--- config.mk ---
export PLATFORM = sky130hd
export DESIGN_NAME = sexpr_tokenizer
export DESIGN_NICKNAME = d
export VERILOG_FILES = /design/src/sv/stx_pkg.sv /design/src/sv/sexpr_tokenizer.sv /design/src/sv/stx_lex.sv /design/src/sv/stx_outq.sv
export SDC_FILE = /design/constraint.sdc
export NUM_CORES = 1
export LEC_CHECK = 0
export ABC_CLOCK_PERIOD_IN_PS = 3500
export BUFFER_PORTS_ARGS = -buffer_cell sky130_fd_sc_hd__buf_2
export CAP_MARGIN = 20
export CELL_PAD_IN_SITES_DETAIL_PLACEMENT = 1
export CELL_PAD_IN_SITES_GLOBAL_PLACEMENT = 1
export CORE_ASPECT_RATIO = 1.25
export CORE_UTILIZATION = 43
export DETAILED_ROUTE_END_ITERATION = 16
export PLACE_DENSITY_LB_ADDON = 0.1
export SYNTH_ARGS = -nofsm -noshare
export SYNTH_HDL_FRONTEND = slang
export SYNTH_SLANG_ARGS = --single-unit
--- constraint.sdc ---
create_clock -name i_clk -period 3.5 [get_ports i_clk]
set_input_delay 0.35 -clock i_clk [delete_from_list [all_inputs] [get_ports i_clk]]
set_output_delay 0.35 -clock i_clk [all_outputs]
set_load 0.05 [all_outputs]
--- src/sv/stx_pkg.sv ---
// shared types, codes and character helpers for the s-expression tokenizer
package stx_pkg;

    // lexer modes
    typedef enum logic [2:0] {
        MODE_IDLE    = 3'd0,
        MODE_COMMENT = 3'd1,
        MODE_STRING  = 3'd2,
        MODE_CHAR    = 3'd3,
        MODE_ATOM    = 3'd4
    } t_mode;

    // result kinds
    typedef enum logic [3:0] {
        KIND_TEXT  = 4'd0,
        KIND_LPAR  = 4'd1,
        KIND_RPAR  = 4'd2,
        KIND_DOT   = 4'd3,
        KIND_QUOTE = 4'd4,
        KIND_NUM   = 4'd5,
        KIND_STR   = 4'd6,
        KIND_SYM   = 4'd7,
        KIND_CHAR  = 4'd8,
        KIND_EOF   = 4'd9,
        KIND_ERR   = 4'd10
    } t_kind;

    // error codes
    typedef enum logic [1:0] {
        ERR_NONE     = 2'd0,
        ERR_UNTERM   = 2'd1,
        ERR_CHAR_EOF = 2'd2,
        ERR_TOO_LONG = 2'd3
    } t_err;

    // register indexes on the configuration port
    localparam logic REG_MAX_TOKEN_LEN = 1'b0;

    // special characters
    localparam logic [7:0] CH_SEMI   = 8'h3B;
    localparam logic [7:0] CH_LPAR   = 8'h28;
    localparam logic [7:0] CH_RPAR   = 8'h29;
    localparam logic [7:0] CH_QUOTE  = 8'h27;
    localparam logic [7:0] CH_DQUOTE = 8'h22;
    localparam logic [7:0] CH_DOT    = 8'h2E;
    localparam logic [7:0] CH_BSLASH = 8'h5C;
    localparam logic [7:0] CH_PLUS   = 8'h2B;
    localparam logic [7:0] CH_MINUS  = 8'h2D;
    localparam logic [7:0] CH_LF     = 8'h0A;

    // one result beat
    typedef struct packed {
        t_kind      kind;
        logic [7:0] text_byte;
        t_err       error_code;
        logic       last;
    } t_result;

    // results of one lexer step, handed to the result queue
    typedef struct packed {
        logic [1:0] count;
        t_result    res0;
        t_result    res1;
    } t_push;

    function automatic logic is_ws(input logic [7:0] c);
        is_ws = (c == 8'h20) || (c >= 8'h09 && c <= 8'h0D);
    endfunction

    function automatic logic is_digit(input logic [7:0] c);
        is_digit = (c >= 8'h30) && (c <= 8'h39);
    endfunction

    function automatic t_result mk_res(input t_kind k, input logic [7:0] b, input t_err e);
        t_result r;
        r.kind       = k;
        r.text_byte  = b;
        r.error_code = e;
        r.last       = 1'b0;
        mk_res = r;
    endfunction

endpackage

--- src/sv/sexpr_tokenizer.sv ---
// top level of the s-expression tokenizer: input register, config port, lexer, result queue

// Lexes one byte per cycle while the input side is not stalled. An accepted
// byte is held in the input register, is lexed in a single pass against the
// lexer state, and its zero, one or two results go into a four-beat result
// queue whose head drives the output port.
// A byte that causes two results (atom end then rpar or eof, error then eof,
// char body then char end) needs two output beats; the input side stalls
// only while the result queue holds more than two beats. max_token_len is
// taken at APB byte address 0; the user must write it only while the stream
// is idle, and the block does not enforce this. The limit in force is the smaller of it and TOKEN_BUFFER_BYTES - 1.
module sexpr_tokenizer import stx_pkg::*; #(
    parameter int TOKEN_BUFFER_BYTES = 256
) (
    input  logic        i_clk,
    input  logic        i_rst_n,
    // byte input
    input  logic        i_in_valid,
    output logic        o_in_stall,
    input  logic [7:0]  i_ch_byte,
    input  logic        i_end_of_input,
    // result output
    output logic        o_out_valid,
    input  logic        i_out_stall,
    output logic [3:0]  o_kind,
    output logic [7:0]  o_text_byte,
    output logic [1:0]  o_error_code,
    output logic        o_last,
    // configuration
    input  logic        psel,
    input  logic        penable,
    input  logic        pwrite,
    input  logic [2:0]  paddr,
    input  logic [31:0] pwdata,
    output logic [31:0] prdata,
    output logic        pready
);

    localparam int         LenCapInt = (TOKEN_BUFFER_BYTES - 1 < 255) ? TOKEN_BUFFER_BYTES - 1 : 255;
    localparam logic [7:0] LenCap    = 8'(LenCapInt);

    logic [7:0] r_max_token_len;
    logic       r_in_valid;
    logic [7:0] r_ch;
    logic       r_eoi;
    logic [7:0] limit;
    logic       step;
    logic       room2;
    logic       q_valid;
    t_push      push;
    t_result    head;
    logic       cfg_wr;

    // configuration register
    assign pready = 1'b1;
    assign cfg_wr = psel && penable && pwrite && (paddr[2] == REG_MAX_TOKEN_LEN);

    always_ff @(posedge i_clk) begin
        if (!i_rst_n) begin
            r_max_token_len <= 8'd255;
        end else if (cfg_wr) begin
            r_max_token_len <= pwdata[7:0];
        end
    end

    assign prdata = (paddr[2] == REG_MAX_TOKEN_LEN) ? {24'h0, r_max_token_len} : 32'h0;
    assign limit  = (r_max_token_len < LenCap) ? r_max_token_len : LenCap;

    // input register
    assign step       = r_in_valid && room2;
    assign o_in_stall = r_in_valid && !room2;

    always_ff @(posedge i_clk) begin
        if (!i_rst_n) begin
            r_in_valid <= 1'b0;
        end else if (!o_in_stall) begin
            r_in_valid <= i_in_valid;
        end
    end

    always_ff @(posedge i_clk) begin
        if (i_in_valid && !o_in_stall) begin
            r_ch  <= i_ch_byte;
            r_eoi <= i_end_of_input;
        end
    end

    // lexer
    stx_lex u_lex (
        .i_clk   (i_clk),
        .i_rst_n (i_rst_n),
        .i_step  (step),
        .i_ch    (r_ch),
        .i_eoi   (r_eoi),
        .i_limit (limit),
        .o_push  (push)
    );

    // result queue
    stx_outq u_outq (
        .i_clk   (i_clk),
        .i_rst_n (i_rst_n),
        .i_push  (push),
        .i_pop   (!i_out_stall),
        .o_valid (q_valid),
        .o_room2 (room2),
        .o_head  (head)
    );

    assign o_out_valid  = q_valid;
    assign o_kind       = head.kind;
    assign o_text_byte  = head.text_byte;
    assign o_error_code = head.error_code;
    assign o_last       = head.last;

endmodule

--- src/sv/stx_lex.sv ---
// lexer state and the single-pass step logic for one input byte
module stx_lex import stx_pkg::*; (
    input  logic       i_clk,
    input  logic       i_rst_n,
    input  logic       i_step,
    input  logic [7:0] i_ch,
    input  logic       i_eoi,
    input  logic [7:0] i_limit,
    output t_push      o_push
);

    t_mode      r_mode, n_mode;
    logic [7:0] r_len, n_len;
    logic       r_after_bs, n_after_bs;
    logic       r_all_digits, n_all_digits;
    logic       r_first_sign, n_first_sign;

    t_result    res0, res1;
    logic [1:0] n_res;
    logic       too_long;
    t_kind      atom_kind;
    logic       sign;

    // lexer state
    always_ff @(posedge i_clk) begin
        if (!i_rst_n) begin
            r_mode       <= MODE_IDLE;
            r_len        <= '0;
            r_after_bs   <= 1'b0;
            r_all_digits <= 1'b1;
            r_first_sign <= 1'b0;
        end else if (i_step) begin
            r_mode       <= n_mode;
            r_len        <= n_len;
            r_after_bs   <= n_after_bs;
            r_all_digits <= n_all_digits;
            r_first_sign <= n_first_sign;
        end
    end

    // body length check and atom classification
    assign too_long  = (r_len >= i_limit);
    assign atom_kind = (r_all_digits && !(r_first_sign && r_len == 8'd1)) ? KIND_NUM : KIND_SYM;
    assign sign      = (i_ch == CH_PLUS) || (i_ch == CH_MINUS);

    // step: next state and up to two results
    always_comb begin
        n_mode       = r_mode;
        n_len        = r_len;
        n_after_bs   = r_after_bs;
        n_all_digits = r_all_digits;
        n_first_sign = r_first_sign;
        res0         = mk_res(KIND_EOF, 8'h00, ERR_NONE);
        res1         = mk_res(KIND_EOF, 8'h00, ERR_NONE);
        n_res        = 2'd0;

        if (i_eoi) begin
            n_mode = MODE_IDLE;
            case (r_mode)
                MODE_STRING: begin
                    res0  = mk_res(KIND_ERR, 8'h00, ERR_UNTERM);
                    n_res = 2'd2;
                end
                MODE_CHAR: begin
                    res0  = mk_res(KIND_ERR, 8'h00, ERR_CHAR_EOF);
                    n_res = 2'd2;
                end
                MODE_ATOM: begin
                    res0  = mk_res(atom_kind, 8'h00, ERR_NONE);
                    n_res = 2'd2;
                end
                default: begin
                    n_res = 2'd1;
                end
            endcase
            if (n_res == 2'd2) begin
                res1 = mk_res(KIND_EOF, 8'h00, ERR_NONE);
            end else begin
                res0 = mk_res(KIND_EOF, 8'h00, ERR_NONE);
            end
        end else begin
            case (r_mode)
                MODE_COMMENT: begin
                    if (i_ch == CH_LF) begin
                        n_mode = MODE_IDLE;
                    end
                end
                MODE_STRING: begin
                    if (i_ch == CH_DQUOTE && !r_after_bs) begin
                        res0   = mk_res(KIND_STR, 8'h00, ERR_NONE);
                        n_res  = 2'd1;
                        n_mode = MODE_IDLE;
                    end else if (too_long) begin
                        res0   = mk_res(KIND_ERR, 8'h00, ERR_TOO_LONG);
                        n_res  = 2'd1;
                        n_mode = MODE_IDLE;
                    end else begin
                        res0       = mk_res(KIND_TEXT, i_ch, ERR_NONE);
                        n_res      = 2'd1;
                        n_len      = r_len + 8'd1;
                        n_after_bs = (i_ch == CH_BSLASH) && !r_after_bs;
                    end
                end
                MODE_CHAR: begin
                    n_mode = MODE_IDLE;
                    if (too_long) begin
                        res0  = mk_res(KIND_ERR, 8'h00, ERR_TOO_LONG);
                        n_res = 2'd1;
                    end else begin
                        res0  = mk_res(KIND_TEXT, i_ch, ERR_NONE);
                        res1  = mk_res(KIND_CHAR, 8'h00, ERR_NONE);
                        n_res = 2'd2;
                        n_len = r_len + 8'd1;
                    end
                end
                MODE_ATOM: begin
                    if (is_ws(i_ch)) begin
                        res0   = mk_res(atom_kind, 8'h00, ERR_NONE);
                        n_res  = 2'd1;
                        n_mode = MODE_IDLE;
                    end else if (i_ch == CH_RPAR) begin
                        res0   = mk_res(atom_kind, 8'h00, ERR_NONE);
                        res1   = mk_res(KIND_RPAR, 8'h00, ERR_NONE);
                        n_res  = 2'd2;
                        n_mode = MODE_IDLE;
                    end else if (too_long) begin
                        res0   = mk_res(KIND_ERR, 8'h00, ERR_TOO_LONG);
                        n_res  = 2'd1;
                        n_mode = MODE_IDLE;
                    end else begin
                        res0         = mk_res(KIND_TEXT, i_ch, ERR_NONE);
                        n_res        = 2'd1;
                        n_len        = r_len + 8'd1;
                        n_all_digits = r_all_digits && is_digit(i_ch);
                    end
                end
                default: begin
                    n_mode = MODE_IDLE;
                    if (is_ws(i_ch)) begin
                        n_mode = MODE_IDLE;
                    end else if (i_ch == CH_SEMI) begin
                        n_mode = MODE_COMMENT;
                    end else if (i_ch == CH_LPAR) begin
                        res0  = mk_res(KIND_LPAR, 8'h00, ERR_NONE);
                        n_res = 2'd1;
                    end else if (i_ch == CH_RPAR) begin
                        res0  = mk_res(KIND_RPAR, 8'h00, ERR_NONE);
                        n_res = 2'd1;
                    end else if (i_ch == CH_QUOTE) begin
                        res0  = mk_res(KIND_QUOTE, 8'h00, ERR_NONE);
                        n_res = 2'd1;
                    end else if (i_ch == CH_DOT) begin
                        res0  = mk_res(KIND_DOT, 8'h00, ERR_NONE);
                        n_res = 2'd1;
                    end else begin
                        // string, char literal or atom: fresh token
                        n_len        = '0;
                        n_after_bs   = 1'b0;
                        n_all_digits = 1'b1;
                        n_first_sign = 1'b0;
                        if (i_ch == CH_DQUOTE) begin
                            n_mode = MODE_STRING;
                        end else if (i_ch == CH_BSLASH) begin
                            n_mode = MODE_CHAR;
                        end else if (i_limit == 8'd0) begin
                            // first atom byte already over the limit
                            res0  = mk_res(KIND_ERR, 8'h00, ERR_TOO_LONG);
                            n_res = 2'd1;
                        end else begin
                            n_mode       = MODE_ATOM;
                            res0         = mk_res(KIND_TEXT, i_ch, ERR_NONE);
                            n_res        = 2'd1;
                            n_len        = 8'd1;
                            n_first_sign = sign;
                            n_all_digits = sign || is_digit(i_ch);
                        end
                    end
                end
            endcase
        end

        // mark the final result of the step
        res0.last = (n_res == 2'd1);
        res1.last = 1'b1;
    end

    assign o_push.count = i_step ? n_res : 2'd0;
    assign o_push.res0  = res0;
    assign o_push.res1  = res1;

    // end of input always leaves the lexer idle
    a_eoi_idle: assert property (@(posedge i_clk) disable iff (!i_rst_n)
        i_step && i_eoi |=> r_mode == MODE_IDLE)
        else $error("lexer not idle after end of input");

    // token body never grows past the limit in effect
    a_len_limit: assert property (@(posedge i_clk) disable iff (!i_rst_n)
        i_step && !i_eoi && n_len > r_len |-> r_len < i_limit)
        else $error("token body grew past limit");

endmodule

--- src/sv/stx_outq.sv ---
// four-beat result queue between the lexer and the output channel
module stx_outq import stx_pkg::*; (
    input  logic    i_clk,
    input  logic    i_rst_n,
    input  t_push   i_push,
    input  logic    i_pop,
    output logic    o_valid,
    output logic    o_room2,
    output t_result o_head
);

    localparam int Depth = 4;

    t_result    r_mem [Depth];
    logic [1:0] r_wr_ptr, n_wr_ptr;
    logic [1:0] r_rd_ptr, n_rd_ptr;
    logic [2:0] r_count, n_count;
    logic       pop;

    assign pop = i_pop && (r_count != 3'd0);

    // pointer and fill bookkeeping
    always_comb begin
        n_wr_ptr = r_wr_ptr + i_push.count;
        n_rd_ptr = r_rd_ptr + {1'b0, pop};
        n_count  = r_count + {1'b0, i_push.count} - {2'b00, pop};
    end

    always_ff @(posedge i_clk) begin
        if (!i_rst_n) begin
            r_wr_ptr <= '0;
            r_rd_ptr <= '0;
            r_count  <= '0;
        end else begin
            r_wr_ptr <= n_wr_ptr;
            r_rd_ptr <= n_rd_ptr;
            r_count  <= n_count;
        end
    end

    // entry writes, up to two per cycle
    always_ff @(posedge i_clk) begin
        if (i_push.count != 2'd0) begin
            r_mem[r_wr_ptr] <= i_push.res0;
        end
        if (i_push.count == 2'd2) begin
            r_mem[r_wr_ptr + 2'd1] <= i_push.res1;
        end
    end

    assign o_valid = (r_count != 3'd0);
    assign o_room2 = (r_count <= 3'(Depth - 2));
    assign o_head  = r_mem[r_rd_ptr];

    // a push never overruns the queue
    a_no_overflow: assert property (@(posedge i_clk) disable iff (!i_rst_n)
        i_push.count != 2'd0 |-> r_count + {1'b0, i_push.count} <= 3'(Depth) + {2'b00, pop})
        else $error("result queue overflow");

    // fill level stays within depth
    a_count_range: assert property (@(posedge i_clk) disable iff (!i_rst_n)
        r_count <= 3'(Depth))
        else $error("result queue count out of range");

endmodule

==> results.toml <==
[clock_network]
numClockSinks = 99
post_cts_resized = 0
htreeDepth = 3
clk_pin_slew_worst_paths_ns = 0.07
cts_setup_buffers = 0
cts_root_buf = "clkbuf_16"
cts_tree = "built"
ctsHoldBuffers = 0
cts_buffers = 9
cts_buffer_depth = 2
insertion_delay_ns = 0.35

[setup_path]
path_buf_inv = 2
rrSetupSlack_ns = 0.22
cp_top_family = "compound AO/OA/AOI/OAI gates"
slowest_delay_ns = 0.61
cp.depth = 9
crit_path_end_kind = "register"
critical_path_required_ns = 3.57
worst_ep_arrival_time_ns = 3.35
worstSetupStartpoint = "r_ch[2]$_DFFE_PP_"
worst_setup_path_start_kind = "register"
cp_max_fo = 14
cp_cell_sequence = "buf_4, nor2b_1, o311ai_0, a21oi_1, buf_4, o21ai_0, a21oi_1, nor3_1, o22ai_1"
reg2regPathDepth = 9
cpMaxStageDelayCell = "edfxtp_1"
r2r_start = "r_ch[2]$_DFFE_PP_"
path_class = "register to register"
r2r_end = "u_outq.r_mem[2][12]$_DFFE_PP_"

[synth]
synthFlopType = "dfxtp_1"
ys_ff_latch = 99
yosysWarnings = 0
synth_top_area_frac = 0.273
synthCells = 598
syn_area_per_cell_um2 = 9.56
synth.distinct_cells = 79
yosysSeqAreaShare = 0.383
synth-async-reset-ratio = 0
synth_area_leaders = "dfxtp_1 27%, edfxtp_1 11%, mux4_2 5.9%"
synth_edf_count = 21
synth_top_cell_by_area = "dfxtp_1"
netlist_area_um2 = 5720

[global_routing]
grt_pass1_wl_um = 25800
grt_pass1_vias = 4854
grt_usage = 0.242
overflow = 0
antenna_found_initial = 0
grt_max_degree = 26

[placement]
gp_congestion = 0.870
dpl_cell_area_um2 = 6110
dpl.hpwl_um = 11700
portBuffers = 49

[floorplan]
core_area_um2 = 12800
rows = 46
die_area_um2 = 13800
die_h_um = 131
initial_core_util = 0.446
die_w_um = 105
io_pins = 101

[cells_and_area]
regArea_um2 = 2190
drive_gt1_frac = 0.216
area_delta_synth_final_pct = 12.0
n_antenna_cell = 0
multi_input_area_um2 = 3140
layout.nets = 715
final_area_um2 = 6400
nFillCells = 1482

[timing]
slew_viol_final = 0
fin_worst_skew_ns = 0.00972
rsz0062_at_grt = "no"
finalHoldViolations = 0
setup_tns_ns = 0
fin_crit_sh = 0.936
relSlewSlack = 0.367
setup_viol = 0
period_needed_ns = 3.28
tightest_slew_ns = 0.948
clock.fmax_mhz = 305

[routing]
wl_um = 15800
via_per_inst = 5.84
wl_per_cell_um = 19.3
drcViolationCount = 0
num_vias = 4792
drt_iter0_markers = 259
firstDrtPassIters = 4
detail-route-antenna-nets = 0

[power_and_ir_drop]
power.total_mw = 3.68
power_frac_comb = 0.336
switching_share = 0.384
ir_worst_vdd_mv = 0.326
pwr-share-clk = 0.261
p_int_mw = 2.26
power.switching_mw = 1.41
pwr_density_cell_nw_per_um2 = 574
p_seq_frac = 0.403
power.leakage_nw = 2.57

[worst_hold_path]
hp-class = "primary input to register"
hold_path_end = "r_eoi$_DFFE_PP_"
min_path_cells = 1
min_from = "i_end_of_input"

[job]
max-cap-violations = 0

[outcome]
status = "finished, final reports clean"
## power groups by stage
stage	combinational (mW)	sequential [mW]	clock, mW
6_report	1.24	1.48	0.960
5_1_grt	1.33	1.51	1.02
4_1_cts	1.24	1.48	0.982
3_5_place_dp	1.24	1.51	0
3_3_place_gp	1.21	1.50	0
2_1_floorplan	1.08	1.41	0
## how the worst max path moves through the flow
| stage | to |
|---|---|
| floorplan | u_outq.r_count[2]$_SDFF_PN0_ |
| finish | u_outq.r_mem[2][12]$_DFFE_PP_ |
| detailed placement | u_outq.r_mem[0][7]$_SDFFE_PP0P_ |
| CTS | u_outq.r_mem[0][6]$_SDFFE_PP0P_ |
| global placement | u_outq.r_mem[0][8]$_SDFFE_PP0P_ |
| global route | u_outq.r_mem[2][12]$_DFFE_PP_ |
## worst register-to-register path: cells and delay by family, from the launching register on
kind	cells	cell delay [ns]
simple gates	2	0.69
flops	1	0.61
compound gates	5	1.24
buf+inv	2	0.46
## layout by cell type (no fill, tap or decap), types with 8 or more instances in the layout
| cell type | count |
|---|---|
| and2_1 | 12 |
| conb_1 | 25 |
| mux4_2 | 15 |
| nor3_1 | 13 |
| nand3_1 | 9 |
| a22o_1 | 32 |
| nor2_1 | 34 |
| clkbuf_16 | 9 |
| o21ai_0 | 26 |
| buf_4 | 28 |
| a21oi_1 | 29 |
| buf_2 | 49 |
| o211ai_1 | 15 |
| nor2b_1 | 12 |
| o22ai_1 | 8 |
| dfxtp_1 | 78 |
| nand2_1 | 42 |
| ha_1 | 15 |
| inv_1 | 31 |
| edfxtp_1 | 21 |
## flip-flops by register name (all words and copies together), names as in the netlist
register	flops
u_outq.r_mem	60
r_ch	8
r_max_token_len	8
u_lex.r_len	8
u_lex.r_mode	3
u_outq.r_count	3
u_outq.r_rd_ptr	2
u_outq.r_wr_ptr	2
r_eoi	1
r_in_valid	1
u_lex.r_after_bs	1
u_lex.r_all_digits	1
u_lex.r_first_sign	1
## area by class of cell
| type | count | share of cell area |
|---|---|---|
| clock buffer | 10 | 0.0357 |
| clock inverter | 6 | 0.00742 |
| inverter | 31 | 0.0182 |
| multi-input combinational | 429 | 0.490 |
| sequential | 99 | 0.342 |
| tap | 168 | 0.0328 |
| timing repair buffer | 78 | 0.0735 |
## cells by family (layout without fill, tap and decap cells)
logic type	Yosys count	after routing	share of synthesized area
AND/OR/NAND/NOR	191	191	0.196
AO/OA/AOI/OAI	170	170	0.220
flip-flops	99	99	0.383
buffers and inverters	93	125	0.0849
multiplexers	19	19	0.0661
adder cells (fa/ha/maj)	16	16	0.0363
XOR/XNOR	8	8	0.0123
other	2	25	0.00131
## cell usage after synthesis (6+ instances only)
master,count
nand2b_1,6
o31ai_1,6
nor4_1,6
or4_1,6
edfxtp_1,21
and3_1,6
clkbuf_1,20
o211ai_1,15
ha_1,15
nor2b_1,12
and2_1,12
o21ai_0,26
inv_1,31
nor3_1,13
o22ai_1,8
nor2_1,34
mux4_2,15
buf_2,7
nand2_1,42
dfxtp_1,78
nand4_1,6
a22o_1,32
nand3_1,9
buf_4,28
a21oi_1,29
or3_1,6
## through the flow
stage          hold WS, ns  instances  setup slack, ns   util
2_1_floorplan        0.422        621            0.488      -
3_3_place_gp         0.437        804            0.324  0.476
3_5_place_dp         0.448        804            0.203  0.476
4_1_cts              0.160        820            0.186  0.498
5_1_grt              0.162        821           0.0447  0.499
6_report             0.170        821            0.225  0.499
## routing by layer
metal  GRT usage  share of wire
met2       0.439           0.52
met4      0.0928          0.025
met5           0              0
met1       0.291           0.42
met3      0.0352          0.031
No activity file was read; power rests on OpenSTA's default activity.
